`config.mk`:
```
export PLATFORM = sky130hd
export DESIGN_NAME = http_request_header_parser
export DESIGN_NICKNAME = d
export VERILOG_FILES = /design/src/hrp_pkg.sv /design/src/hrp_fifo.sv /design/src/hrp_front.sv /design/src/hrp_core.sv /design/src/http_request_header_parser.sv
export SDC_FILE = /design/constraint.sdc
export NUM_CORES = 1
export LEC_CHECK = 0
export BUFFER_PORTS_ARGS = -buffer_cell sky130_fd_sc_hd__buf_4
export CORE_MARGIN = 8
export CORE_UTILIZATION = 41
export DETAILED_ROUTE_END_ITERATION = 10
export GPL_TIMING_DRIVEN = 0
export SYNTH_ARGS = -nofsm -noshare
export SYNTH_HDL_FRONTEND = slang
export SYNTH_SLANG_ARGS = --single-unit
```
`constraint.sdc`:
```
create_clock -name clock -period 11.3 [get_ports clock]
set_input_delay 2.26 -clock clock [delete_from_list [all_inputs] [get_ports clock]]
set_output_delay 2.26 -clock clock [all_outputs]
set_load 0.01 [all_outputs]
```
`src/hrp_pkg.sv`:
```
// Shared types, codes and constants for the HTTP request header parser.
package hrp_pkg;

   localparam int LINE_BYTES_DEFAULT  = 1024;
   localparam int FIELD_BYTES_DEFAULT = 255;
   localparam int QUEUE_DEPTH         = 4;

   localparam int LENGTH_LABEL_LEN = 15;
   localparam int TYPE_LABEL_LEN   = 13;
   localparam int LENGTH_VALUE_COL = 16;
   localparam int TYPE_VALUE_COL   = 14;

   // labels stored lowercase, compared against case-folded input
   localparam logic [8*LENGTH_LABEL_LEN-1:0] LENGTH_LABEL = "content-length:";
   localparam logic [8*TYPE_LABEL_LEN-1:0]   TYPE_LABEL   = "content-type:";

   localparam logic [7:0] CHAR_TAB      = 8'h09;
   localparam logic [7:0] CHAR_LF       = 8'h0A;
   localparam logic [7:0] CHAR_VT       = 8'h0B;
   localparam logic [7:0] CHAR_FF       = 8'h0C;
   localparam logic [7:0] CHAR_CR       = 8'h0D;
   localparam logic [7:0] CHAR_SPACE    = 8'h20;
   localparam logic [7:0] CHAR_PLUS     = 8'h2B;
   localparam logic [7:0] CHAR_MINUS    = 8'h2D;
   localparam logic [7:0] CHAR_ZERO     = 8'h30;
   localparam logic [7:0] CHAR_NINE     = 8'h39;
   localparam logic [7:0] CHAR_QUESTION = 8'h3F;
   localparam logic [7:0] CHAR_UPPER_A  = 8'h41;
   localparam logic [7:0] CHAR_UPPER_Z  = 8'h5A;
   localparam logic [7:0] CASE_OFFSET   = 8'h20;

   typedef enum logic [2:0] {
      PH_METHOD  = 3'd0,
      PH_GAP     = 3'd1,
      PH_URL     = 3'd2,
      PH_REST    = 3'd3,
      PH_HEADERS = 3'd4,
      PH_BODY    = 3'd5,
      PH_DONE    = 3'd6
   } phase_type;

   typedef enum logic [2:0] {
      KIND_METHOD = 3'd0,
      KIND_PATH   = 3'd1,
      KIND_QUERY  = 3'd2,
      KIND_TYPE   = 3'd3,
      KIND_BODY   = 3'd4,
      KIND_END    = 3'd5,
      KIND_DONE   = 3'd6
   } kind_type;

   typedef enum logic [1:0] {
      NUM_LEAD   = 2'd0,
      NUM_DIGITS = 2'd1,
      NUM_STOP   = 2'd2
   } num_phase_type;

   typedef struct packed {
      logic [7:0] data_byte;
      logic       end_of_stream;
   } req_item_type;

   typedef struct packed {
      kind_type    kind;
      logic [7:0]  value_byte;
      logic [31:0] body_length;
      logic        body_follows;
      logic        last;
   } rsp_item_type;

   // byte with its character classes, as handed from front to back
   typedef struct packed {
      logic [7:0] data_byte;
      logic       end_of_stream;
      logic [7:0] folded;
      logic       is_blank;
      logic       is_cr;
      logic       is_lf;
      logic       is_digit;
      logic       is_question;
      logic       is_plus;
      logic       is_minus;
   } cls_item_type;

   function automatic logic [7:0] length_label_char(input logic [3:0] idx);
      logic [7:0] ch;
      ch = '0;
      if (int'(idx) < LENGTH_LABEL_LEN) begin
         ch = LENGTH_LABEL[8*(LENGTH_LABEL_LEN-1-int'(idx)) +: 8];
      end
      return ch;
   endfunction

   function automatic logic [7:0] type_label_char(input logic [3:0] idx);
      logic [7:0] ch;
      ch = '0;
      if (int'(idx) < TYPE_LABEL_LEN) begin
         ch = TYPE_LABEL[8*(TYPE_LABEL_LEN-1-int'(idx)) +: 8];
      end
      return ch;
   endfunction

endpackage

```
`src/hrp_fifo.sv`:
```
// Short first-in first-out queue of packed items.
module hrp_fifo
   import hrp_pkg::*;
#(
   parameter type item_type = logic,
   parameter int  DEPTH     = QUEUE_DEPTH
) (
   input  logic     clock,
   input  logic     reset,
   input  logic     push,
   input  item_type push_item,
   output logic     full,
   input  logic     pop,
   output item_type head_item,
   output logic     empty
);

   localparam int PW = (DEPTH > 1) ? $clog2(DEPTH) : 1;
   localparam int CW = $clog2(DEPTH + 1);
   localparam logic [PW-1:0] LAST_SLOT = PW'(DEPTH - 1);
   localparam logic [CW-1:0] FULL_COUNT = CW'(DEPTH);

   item_type      mem_ff [DEPTH];
   logic [PW-1:0] wr_ptr_ff, wr_ptr_in;
   logic [PW-1:0] rd_ptr_ff, rd_ptr_in;
   logic [CW-1:0] count_ff, count_in;
   logic          do_push, do_pop;

   assign full      = (count_ff == FULL_COUNT);
   assign empty     = (count_ff == '0);
   assign do_push   = push && !full;
   assign do_pop    = pop && !empty;
   assign head_item = mem_ff[rd_ptr_ff];

   always_comb begin
      wr_ptr_in = wr_ptr_ff;
      rd_ptr_in = rd_ptr_ff;
      count_in  = count_ff;
      if (do_push) begin
         wr_ptr_in = (wr_ptr_ff == LAST_SLOT) ? '0 : wr_ptr_ff + 1'b1;
      end
      if (do_pop) begin
         rd_ptr_in = (rd_ptr_ff == LAST_SLOT) ? '0 : rd_ptr_ff + 1'b1;
      end
      if (do_push && !do_pop) begin
         count_in = count_ff + 1'b1;
      end else if (do_pop && !do_push) begin
         count_in = count_ff - 1'b1;
      end
   end

   always_ff @(posedge clock) begin
      if (reset) begin
         wr_ptr_ff <= '0;
         rd_ptr_ff <= '0;
         count_ff  <= '0;
      end else begin
         wr_ptr_ff <= wr_ptr_in;
         rd_ptr_ff <= rd_ptr_in;
         count_ff  <= count_in;
      end
   end

   always_ff @(posedge clock) begin
      if (do_push) begin
         mem_ff[wr_ptr_ff] <= push_item;
      end
   end

endmodule

```
`src/hrp_front.sv`:
```
// Front end: tags each incoming byte with its character classes.
module hrp_front
   import hrp_pkg::*;
(
   input  req_item_type req_item,
   output cls_item_type cls_item
);

   logic [7:0] b;

   assign b = req_item.data_byte;

   always_comb begin
      cls_item.data_byte     = b;
      cls_item.end_of_stream = req_item.end_of_stream;
      cls_item.folded        = (b >= CHAR_UPPER_A && b <= CHAR_UPPER_Z) ? b + CASE_OFFSET : b;
      cls_item.is_blank      = (b == CHAR_SPACE) || (b == CHAR_TAB) ||
                               (b == CHAR_VT) || (b == CHAR_FF);
      cls_item.is_cr         = (b == CHAR_CR);
      cls_item.is_lf         = (b == CHAR_LF);
      cls_item.is_digit      = (b >= CHAR_ZERO) && (b <= CHAR_NINE);
      cls_item.is_question   = (b == CHAR_QUESTION);
      cls_item.is_plus       = (b == CHAR_PLUS);
      cls_item.is_minus      = (b == CHAR_MINUS);
   end

endmodule

```
`src/hrp_core.sv`:
```
// Back end: request line, header and body state machine, one byte per cycle unless stalled.
module hrp_core
   import hrp_pkg::*;
#(
   parameter int LINE_BYTES  = LINE_BYTES_DEFAULT,
   parameter int FIELD_BYTES = FIELD_BYTES_DEFAULT
) (
   input  logic         clock,
   input  logic         reset,
   input  cls_item_type item,
   input  logic         item_valid,
   output logic         item_pop,
   output logic         out_push,
   output rsp_item_type out_item,
   input  logic         out_full
);

   localparam int LW = $clog2(LINE_BYTES);
   localparam int TW = $clog2(FIELD_BYTES);
   localparam logic [LW-1:0] LINE_LIMIT  = LW'(LINE_BYTES - 1);
   localparam logic [TW-1:0] TOKEN_LIMIT = TW'(FIELD_BYTES - 1);
   localparam logic [LW-1:0] LEN_LABEL_COL  = LW'(LENGTH_LABEL_LEN);
   localparam logic [LW-1:0] TYPE_LABEL_COL = LW'(TYPE_LABEL_LEN);
   localparam logic [LW-1:0] LEN_VALUE_COL  = LW'(LENGTH_VALUE_COL);
   localparam logic [LW-1:0] TYPE_VAL_COL   = LW'(TYPE_VALUE_COL);
   localparam logic [35:0]   MAX_LENGTH     = 36'hFFFFFFFF;

   phase_type     phase_ff, phase_in;
   logic [LW-1:0] line_pos_ff, line_pos_in;
   logic [TW-1:0] tok_ff, tok_in;
   logic          prev_cr_ff, prev_cr_in;
   logic          in_query_ff, in_query_in;
   logic          len_match_ff, len_match_in;
   logic          type_match_ff, type_match_in;
   num_phase_type num_phase_ff, num_phase_in;
   logic          num_neg_ff, num_neg_in;
   logic [31:0]   acc_ff, acc_in;
   logic [31:0]   held_ff, held_in;
   logic          type_seen_ff, type_seen_in;
   logic [31:0]   remain_ff, remain_in;

   // shared decode
   logic          go, lf, ends, first_line, gap_start, tok_full, skip_lf;
   logic [LW-1:0] col, pos_inc;
   phase_type     eff_phase;
   logic [TW-1:0] eff_tok;
   kind_type      url_kind;
   logic          len_match_new, type_match_new, num_en;
   num_phase_type num_phase_step;
   logic          num_neg_step;
   logic [31:0]   acc_step, acc_sat;
   logic [35:0]   acc_times10;
   logic [31:0]   held_settle, eos_held, remain_dec;
   logic          seen_settle, header_follows, typed_end, type_char;

   assign go         = item_valid && !out_full;
   assign item_pop   = go;
   assign lf         = item.is_cr || item.is_lf;
   assign skip_lf    = prev_cr_ff && item.is_lf;
   assign col        = line_pos_ff;
   assign pos_inc    = line_pos_ff + 1'b1;
   assign ends       = lf || (pos_inc >= LINE_LIMIT);
   assign first_line = (phase_ff == PH_METHOD) || (phase_ff == PH_GAP) ||
                       (phase_ff == PH_URL) || (phase_ff == PH_REST);
   assign gap_start  = (phase_ff == PH_GAP) && !ends && !item.is_blank;
   assign eff_phase  = gap_start ? PH_URL : phase_ff;
   assign eff_tok    = gap_start ? '0 : tok_ff;
   assign tok_full   = (eff_tok >= TOKEN_LIMIT);
   assign url_kind   = in_query_ff ? KIND_QUERY : KIND_PATH;

   // header name matching, case folded
   assign len_match_new  = len_match_ff &&
      !((col < LEN_LABEL_COL) && (item.folded != length_label_char(col[3:0])));
   assign type_match_new = type_match_ff &&
      !((col < TYPE_LABEL_COL) && (item.folded != type_label_char(col[3:0])));

   // decimal length: acc * 10 + digit, saturating
   assign num_en      = !lf && (col >= LEN_VALUE_COL) && len_match_new;
   assign acc_times10 = ({4'b0, acc_ff} << 3) + ({4'b0, acc_ff} << 1) +
                        36'(item.data_byte[3:0]);
   assign acc_sat     = (acc_times10 > MAX_LENGTH) ? '1 : acc_times10[31:0];

   always_comb begin
      num_phase_step = num_phase_ff;
      num_neg_step   = num_neg_ff;
      acc_step       = acc_ff;
      if (num_en) begin
         unique case (num_phase_ff)
            NUM_LEAD: begin
               if (item.is_blank) begin
                  num_phase_step = NUM_LEAD;
               end else if (item.is_plus) begin
                  num_phase_step = NUM_DIGITS;
               end else if (item.is_minus) begin
                  num_phase_step = NUM_DIGITS;
                  num_neg_step   = 1'b1;
               end else if (item.is_digit) begin
                  num_phase_step = NUM_DIGITS;
                  acc_step       = acc_sat;
               end else begin
                  num_phase_step = NUM_STOP;
               end
            end
            NUM_DIGITS: begin
               if (item.is_digit) begin
                  acc_step = acc_sat;
               end else begin
                  num_phase_step = NUM_STOP;
               end
            end
            default: begin
               num_phase_step = num_phase_ff;
            end
         endcase
      end
   end

   // line end settles length and type; stream end settles a pending length line
   assign held_settle = (len_match_new && pos_inc >= LEN_LABEL_COL) ?
                        (num_neg_step ? '0 : acc_step) : held_ff;
   assign seen_settle = (type_match_new && pos_inc >= TYPE_LABEL_COL) ?
                        (pos_inc >= LEN_LABEL_COL) : type_seen_ff;
   assign eos_held    = ((phase_ff == PH_HEADERS) && len_match_ff &&
                         line_pos_ff >= LEN_LABEL_COL) ?
                        (num_neg_ff ? '0 : acc_ff) : held_ff;
   assign header_follows = type_seen_ff && (held_ff != '0);
   assign typed_end      = type_match_new && (pos_inc >= TYPE_LABEL_COL);
   assign type_char      = type_match_new && (col >= TYPE_VAL_COL) && !tok_full;
   assign remain_dec     = remain_ff - 32'(remain_ff != '0);

   // next state
   always_comb begin
      phase_in      = phase_ff;
      line_pos_in   = line_pos_ff;
      tok_in        = tok_ff;
      prev_cr_in    = prev_cr_ff;
      in_query_in   = in_query_ff;
      len_match_in  = len_match_ff;
      type_match_in = type_match_ff;
      num_phase_in  = num_phase_ff;
      num_neg_in    = num_neg_ff;
      acc_in        = acc_ff;
      held_in       = held_ff;
      type_seen_in  = type_seen_ff;
      remain_in     = remain_ff;
      if (go && phase_ff != PH_DONE) begin
         if (item.end_of_stream) begin
            prev_cr_in = 1'b0;
            phase_in   = PH_DONE;
            if (phase_ff != PH_BODY) begin
               held_in = eos_held;
            end
         end else if (skip_lf) begin
            prev_cr_in = 1'b0;
         end else if (phase_ff == PH_BODY) begin
            prev_cr_in = 1'b0;
            remain_in  = remain_dec;
            if (remain_dec == '0) begin
               phase_in = PH_DONE;
            end
         end else begin
            prev_cr_in  = item.is_cr;
            line_pos_in = pos_inc;
            if (first_line) begin
               if (ends) begin
                  phase_in      = PH_HEADERS;
                  line_pos_in   = '0;
                  tok_in        = '0;
                  len_match_in  = 1'b1;
                  type_match_in = 1'b1;
                  num_phase_in  = NUM_LEAD;
                  num_neg_in    = 1'b0;
                  acc_in        = '0;
               end else if (item.is_blank) begin
                  if (phase_ff == PH_METHOD) begin
                     phase_in = PH_GAP;
                  end else if (phase_ff == PH_URL) begin
                     phase_in = PH_REST;
                  end
               end else begin
                  phase_in = eff_phase;
                  tok_in   = eff_tok;
                  if ((eff_phase == PH_METHOD || eff_phase == PH_URL) && !tok_full) begin
                     tok_in = eff_tok + 1'b1;
                     if (eff_phase == PH_URL && item.is_question) begin
                        in_query_in = 1'b1;
                     end
                  end
               end
            end else begin
               len_match_in  = len_match_new;
               type_match_in = type_match_new;
               num_phase_in  = num_phase_step;
               num_neg_in    = num_neg_step;
               acc_in        = acc_step;
               if (ends) begin
                  if (lf && col == '0) begin
                     if (header_follows) begin
                        phase_in  = PH_BODY;
                        remain_in = held_ff;
                     end else begin
                        phase_in = PH_DONE;
                     end
                  end else begin
                     held_in       = held_settle;
                     type_seen_in  = seen_settle;
                     line_pos_in   = '0;
                     tok_in        = '0;
                     len_match_in  = 1'b1;
                     type_match_in = 1'b1;
                     num_phase_in  = NUM_LEAD;
                     num_neg_in    = 1'b0;
                     acc_in        = '0;
                  end
               end else if (type_char) begin
                  tok_in = tok_ff + 1'b1;
               end
            end
         end
      end
   end

   // result
   always_comb begin
      out_push              = 1'b0;
      out_item.kind         = KIND_METHOD;
      out_item.value_byte   = '0;
      out_item.body_length  = '0;
      out_item.body_follows = 1'b0;
      out_item.last         = 1'b0;
      if (go && phase_ff != PH_DONE) begin
         if (item.end_of_stream) begin
            if (phase_ff != PH_BODY) begin
               out_push             = 1'b1;
               out_item.kind        = KIND_DONE;
               out_item.body_length = eos_held;
               out_item.last        = 1'b1;
            end
         end else if (skip_lf) begin
            out_push = 1'b0;
         end else if (phase_ff == PH_BODY) begin
            out_push            = 1'b1;
            out_item.kind       = KIND_BODY;
            out_item.value_byte = item.data_byte;
            out_item.last       = (remain_dec == '0);
         end else if (first_line) begin
            if (ends || item.is_blank) begin
               if (eff_phase == PH_METHOD) begin
                  out_push            = 1'b1;
                  out_item.kind       = KIND_END;
                  out_item.value_byte = 8'(KIND_METHOD);
               end else if (eff_phase == PH_URL) begin
                  out_push            = 1'b1;
                  out_item.kind       = KIND_END;
                  out_item.value_byte = 8'(url_kind);
               end
            end else if (eff_phase == PH_METHOD && !tok_full) begin
               out_push            = 1'b1;
               out_item.kind       = KIND_METHOD;
               out_item.value_byte = item.data_byte;
            end else if (eff_phase == PH_URL && !tok_full) begin
               out_push = 1'b1;
               if (item.is_question && !in_query_ff) begin
                  out_item.kind       = KIND_END;
                  out_item.value_byte = 8'(KIND_PATH);
               end else begin
                  out_item.kind       = url_kind;
                  out_item.value_byte = item.data_byte;
               end
            end
         end else begin
            if (ends) begin
               if (lf && col == '0) begin
                  out_push              = 1'b1;
                  out_item.kind         = KIND_DONE;
                  out_item.body_length  = held_ff;
                  out_item.body_follows = header_follows;
                  out_item.last         = !header_follows;
               end else if (typed_end) begin
                  out_push            = 1'b1;
                  out_item.kind       = KIND_END;
                  out_item.value_byte = 8'(KIND_TYPE);
               end
            end else if (type_char) begin
               out_push            = 1'b1;
               out_item.kind       = KIND_TYPE;
               out_item.value_byte = item.data_byte;
            end
         end
      end
   end

   always_ff @(posedge clock) begin
      if (reset) begin
         phase_ff      <= PH_METHOD;
         line_pos_ff   <= '0;
         tok_ff        <= '0;
         prev_cr_ff    <= 1'b0;
         in_query_ff   <= 1'b0;
         len_match_ff  <= 1'b1;
         type_match_ff <= 1'b1;
         num_phase_ff  <= NUM_LEAD;
         num_neg_ff    <= 1'b0;
         acc_ff        <= '0;
         held_ff       <= '0;
         type_seen_ff  <= 1'b0;
         remain_ff     <= '0;
      end else begin
         phase_ff      <= phase_in;
         line_pos_ff   <= line_pos_in;
         tok_ff        <= tok_in;
         prev_cr_ff    <= prev_cr_in;
         in_query_ff   <= in_query_in;
         len_match_ff  <= len_match_in;
         type_match_ff <= type_match_in;
         num_phase_ff  <= num_phase_in;
         num_neg_ff    <= num_neg_in;
         acc_ff        <= acc_in;
         held_ff       <= held_in;
         type_seen_ff  <= type_seen_in;
         remain_ff     <= remain_in;
      end
   end

endmodule

```
`src/http_request_header_parser.sv`:
```
// Top level of the streaming HTTP request header parser.
// Usage:
//   Input queue side: drive req_item (data_byte, end_of_stream) and push;
//   an item is taken at a clock edge with push high and full low.
//   Result queue side: while empty is low, rsp_item holds the oldest result;
//   pop high with empty low takes it.
// Data path: the front end tags each byte with its character classes and
//   writes it into a short queue; the back end state machine takes one byte
//   per cycle from that queue while the output queue has room, and writes at
//   most one result into the output queue.
// Throughput: one item per cycle, sustained while pop keeps the output queue
//   from filling.
// Path: a result passes the front queue, then the output queue, to rsp_item;
//   the back end reads the front queue and writes the output queue at one edge.
// Stall: when pop stays low the output queue fills, the back end holds, and
//   the front queue fills in turn; full then goes high.
// Reset (synchronous, active high): both queues empty, parser back to the
//   start of a request. After the request completes all further items are
//   taken and dropped until the next reset.
module http_request_header_parser
   import hrp_pkg::*;
#(
   parameter int LINE_BYTES  = LINE_BYTES_DEFAULT,
   parameter int FIELD_BYTES = FIELD_BYTES_DEFAULT
) (
   input  logic         clock,
   input  logic         reset,
   input  logic         push,
   output logic         full,
   input  req_item_type req_item,
   output logic         empty,
   input  logic         pop,
   output rsp_item_type rsp_item
);

   cls_item_type cls_item;
   cls_item_type mid_head;
   logic         mid_empty;
   logic         mid_pop;
   logic         out_push;
   logic         out_full;
   rsp_item_type out_item;

   // classify the byte on its way in
   hrp_front u_front (
      .req_item (req_item),
      .cls_item (cls_item)
   );

   // decouples intake from the parser
   hrp_fifo #(
      .item_type (cls_item_type),
      .DEPTH     (QUEUE_DEPTH)
   ) u_mid_queue (
      .clock     (clock),
      .reset     (reset),
      .push      (push),
      .push_item (cls_item),
      .full      (full),
      .pop       (mid_pop),
      .head_item (mid_head),
      .empty     (mid_empty)
   );

   // parser: runs whenever a byte waits and the output queue has room
   hrp_core #(
      .LINE_BYTES  (LINE_BYTES),
      .FIELD_BYTES (FIELD_BYTES)
   ) u_core (
      .clock      (clock),
      .reset      (reset),
      .item       (mid_head),
      .item_valid (!mid_empty),
      .item_pop   (mid_pop),
      .out_push   (out_push),
      .out_item   (out_item),
      .out_full   (out_full)
   );

   // results wait here for the receiver
   hrp_fifo #(
      .item_type (rsp_item_type),
      .DEPTH     (QUEUE_DEPTH)
   ) u_out_queue (
      .clock     (clock),
      .reset     (reset),
      .push      (out_push),
      .push_item (out_item),
      .full      (out_full),
      .pop       (pop),
      .head_item (rsp_item),
      .empty     (empty)
   );

endmodule
```
==> metrics.txt <==
CP startpoint u_core.col[1]; placed cell areas around 24,000 um2; DRT Pass-1 Iters 6; Layout Nets about 2,500; HP Class reg2reg; Worst VDD drop around 150 uV; GRT Overall Usage 23.1%; Synth top area share 33.4%; vias in the first global route 18,900; worst skew pair latency approximately 610 ps; P_sw ~2.1 mW; sequential area share after synthesis between 40% and 50%; leading area contributor after synthesis edfxtp_1; Initial Util 41.6%; Critical R2R Capture u_out_queue.mem_ff[0][13]; Layout area overhead 13.0%; Worst setup SP type flop; initial antenna violation count 1; reg2reg setup slack between 4000 and 5000 ps; Pint approximately 3.5 mW; max-slew violations 0; Final Hold Vio Count 0; power share of the clock group 26.5%; setup repair after global routing missed its margin false; Synth Cell Area approximately 23,000 um2; worst reg2reg startpoint u_core.col[1]; worst reg2reg path depth 20; postcts setup bufs 0; chip height approximately 250 um; # DRC 0; syn_nets ~2,400; DR vias/cell ~6.2; synth top area cells edfxtp_1 (33%), dfxtp_1 (12%), mux4_2 (5.3%), ha_1 (4.7%), a21oi_1 (3.9%); Slew headroom between 10% and 20%; final RePlAce weighted congestion 0.966; # port buffers 58; setup TNS 0 ps; FMAX 148 MHz; via count just under 20,000; total clock sinks ~400; critical path class reg2reg; share of cells above drive strength 1 11.0%; crit end category flop; Tcrit/Tclk final approximately 60%; largest net degree at the start of global routing 31; pwr/cell area between 200 and 250 nW/um2; Yosys cell types 94; hold path depth 2; Clock Tree Buf Depth 3; chip width roughly 250 um; Hold WS between 400 and 500 ps; ANT cells 0; post-layout util a little under half; Comb pwr share a little under two fifths; Syn Area/Cell ~10 um2; Async SR Flop Fraction 0%; most common cell in the netlist edfxtp_1; wire per inst about 24 um; CORE AREA roughly 55,000 um2; MaxCap Viol Count 0; Sw Ratio 37.8%; Post-Syn Instances around 2,300; worst slack, placed 4720 ps; skew final roughly 45 ps; Worst EP arrival ~7000 ps; total grt overflow 0; Post-synth top cells edfxtp_1 (256), nor2_1 (220), nand2_1 (178), a21oi_1 (177), dfxtp_1 (143); sequential power share between 30% and 40%; Lkg Pwr 9.18 nW; Least-Margin Pin Slew around 1200 ps; Max FO, Critical Path 30; H-tree Lvls 2; Critical Path RT 11,570 ps; Final WS setup between 4000 and 5000 ps; Synth Flop Type edfxtp_1; first-pass GRT wire length roughly 120,000 um; clk slew on worst S/H paths approximately 70 ps; EDFF count, synth 256; outcome completed; CTS hold repair buffers 0; CTS Buf Count 44; Finished Cell Area approximately 26,000 um2; Cell Rows 86; IO Pins 60; CTS tree done; first-iteration detailed-routing DRC count 1,964; Post-CTS Resized 0; Yosys reg bits 399; Final Critical Period approximately 6700 ps; die area 63,900 um2; # fillers about 5,200; drt total wl ~76,000 um; Root Buffer clkbuf_16; Worst Setup EP u_out_queue.mem_ff[0][13]; Final setup viols 0; YS warnings 0; placed wire-length estimate ~56,000 um; Detail Route Antenna Nets 0
==> worst min path at each step <==
| stage | start | slack, ps | to |
|---|---|---|---|
| after floorplan | u_core.remain_ff[0] | 440 | u_core.remain_ff[0] |
| after global placement | u_core.remain_ff[0] | 470 | u_core.remain_ff[0] |
| after detailed placement | u_core.remain_ff[0] | 470 | u_core.remain_ff[0] |
| after CTS | u_core.remain_ff[0] | 480 | u_core.remain_ff[0] |
| after global routing | u_core.remain_ff[0] | 510 | u_core.remain_ff[0] |
| final | u_core.remain_ff[0] | 490 | u_core.remain_ff[0] |
==> cell families (layout without fill, tap and decap cells) <==
kind of cell / count (synthesis) / count (layout) / synth area share [%]
muxes: 81 / 81 / 7.11
and+or+nand+nor: 758 / 758 / 16.4
buffers and inverters: 224 / 368 / 3.99
xor gates and xnor gates: 50 / 50 / 1.91
adders and majority gates: 90 / 90 / 5.03
AOI/OAI and AO/OA: 667 / 667 / 19.7
DFF: 399 / 399 / 45.9
==> placed cells by master, fill, tap and decap left out, types with 54 or more instances in the layout <==
| cell type | Yosys | layout |
|---|---|---|
| a21oi_1 | 177 | 177 |
| buf_4 | 2 | 60 |
| clkbuf_1 | 119 | 128 |
| dfxtp_1 | 143 | 143 |
| edfxtp_1 | 256 | 256 |
| ha_1 | 86 | 86 |
| inv_1 | 57 | 57 |
| mux4_2 | 54 | 54 |
| nand2_1 | 178 | 178 |
| nor2_1 | 220 | 220 |
| o21ai_0 | 126 | 126 |
==> layout make-up <==
type	count	area, um2	area share [%]
clock buffers	58	1210	4.68
plain buffers	167	703	2.71
clock inverters	24	303	1.17
flip-flops and latches	399	10600	40.6
inverters	57	214	0.824
well taps	748	936	3.60
repair buffers	62	515	1.99
multi-input cells	1646	11500	44.4
==> power groups by stage <==
stage / registers [mW] / logic, mW / clock network, mW
2_1_floorplan: 1.98 / 1.36 / 0
3_3_place_gp: 2.07 / 2.07 / 0
3_5_place_dp: 2.07 / 2.11 / 0
4_1_cts: 2.04 / 2.12 / 1.53
5_1_grt: 2.06 / 2.30 / 1.58
6_report: 2.04 / 2.13 / 1.50
==> critical path, stage by stage, from the launching register on <==
cell,delay [ps]
dfxtp_1,510
ha_1,320
clkbuf_1,430
nand3_1,260
nor3b_1,250
a211oi_1,80
o41ai_1,550
buf_2,330
buf_2,260
buf_1,480
or2_2,220
nand2_1,70
ha_1,190
o211ai_1,190
nor2_1,140
nand2_1,140
and3b_1,240
nor2_1,110
o21ai_0,670
and3_2,680
buf_12,280
==> per-layer routing <==
metal  up-vias  track usage (%)  wire [um]
met5         -                0         11
met4         2             7.64       2370
met3       145             4.02       6190
met2       900             36.6      34500
met1      9608             32.0      33000
li1       8949                -          -
==> flip-flops by register name, summed over array words and instances, names as in the netlist, 8 cells and up, named ones only <==
register,cells
u_core.remain_ff,32
u_core.col,10
u_core.acc_ff,32
u_out_queue.mem_ff,180
u_core.held_ff,32
u_core.tok_ff,8
u_mid_queue.mem_ff,76
==> metrics by stage <==
step           power, mW  instances
4_1_cts             5.69       3161
5_1_grt             5.94       3161
2_1_floorplan       3.35       2269
3_3_place_gp        4.13       3075
6_report            5.68       3161
3_5_place_dp        4.18       3079
Power figures use the tool's default switching activity.
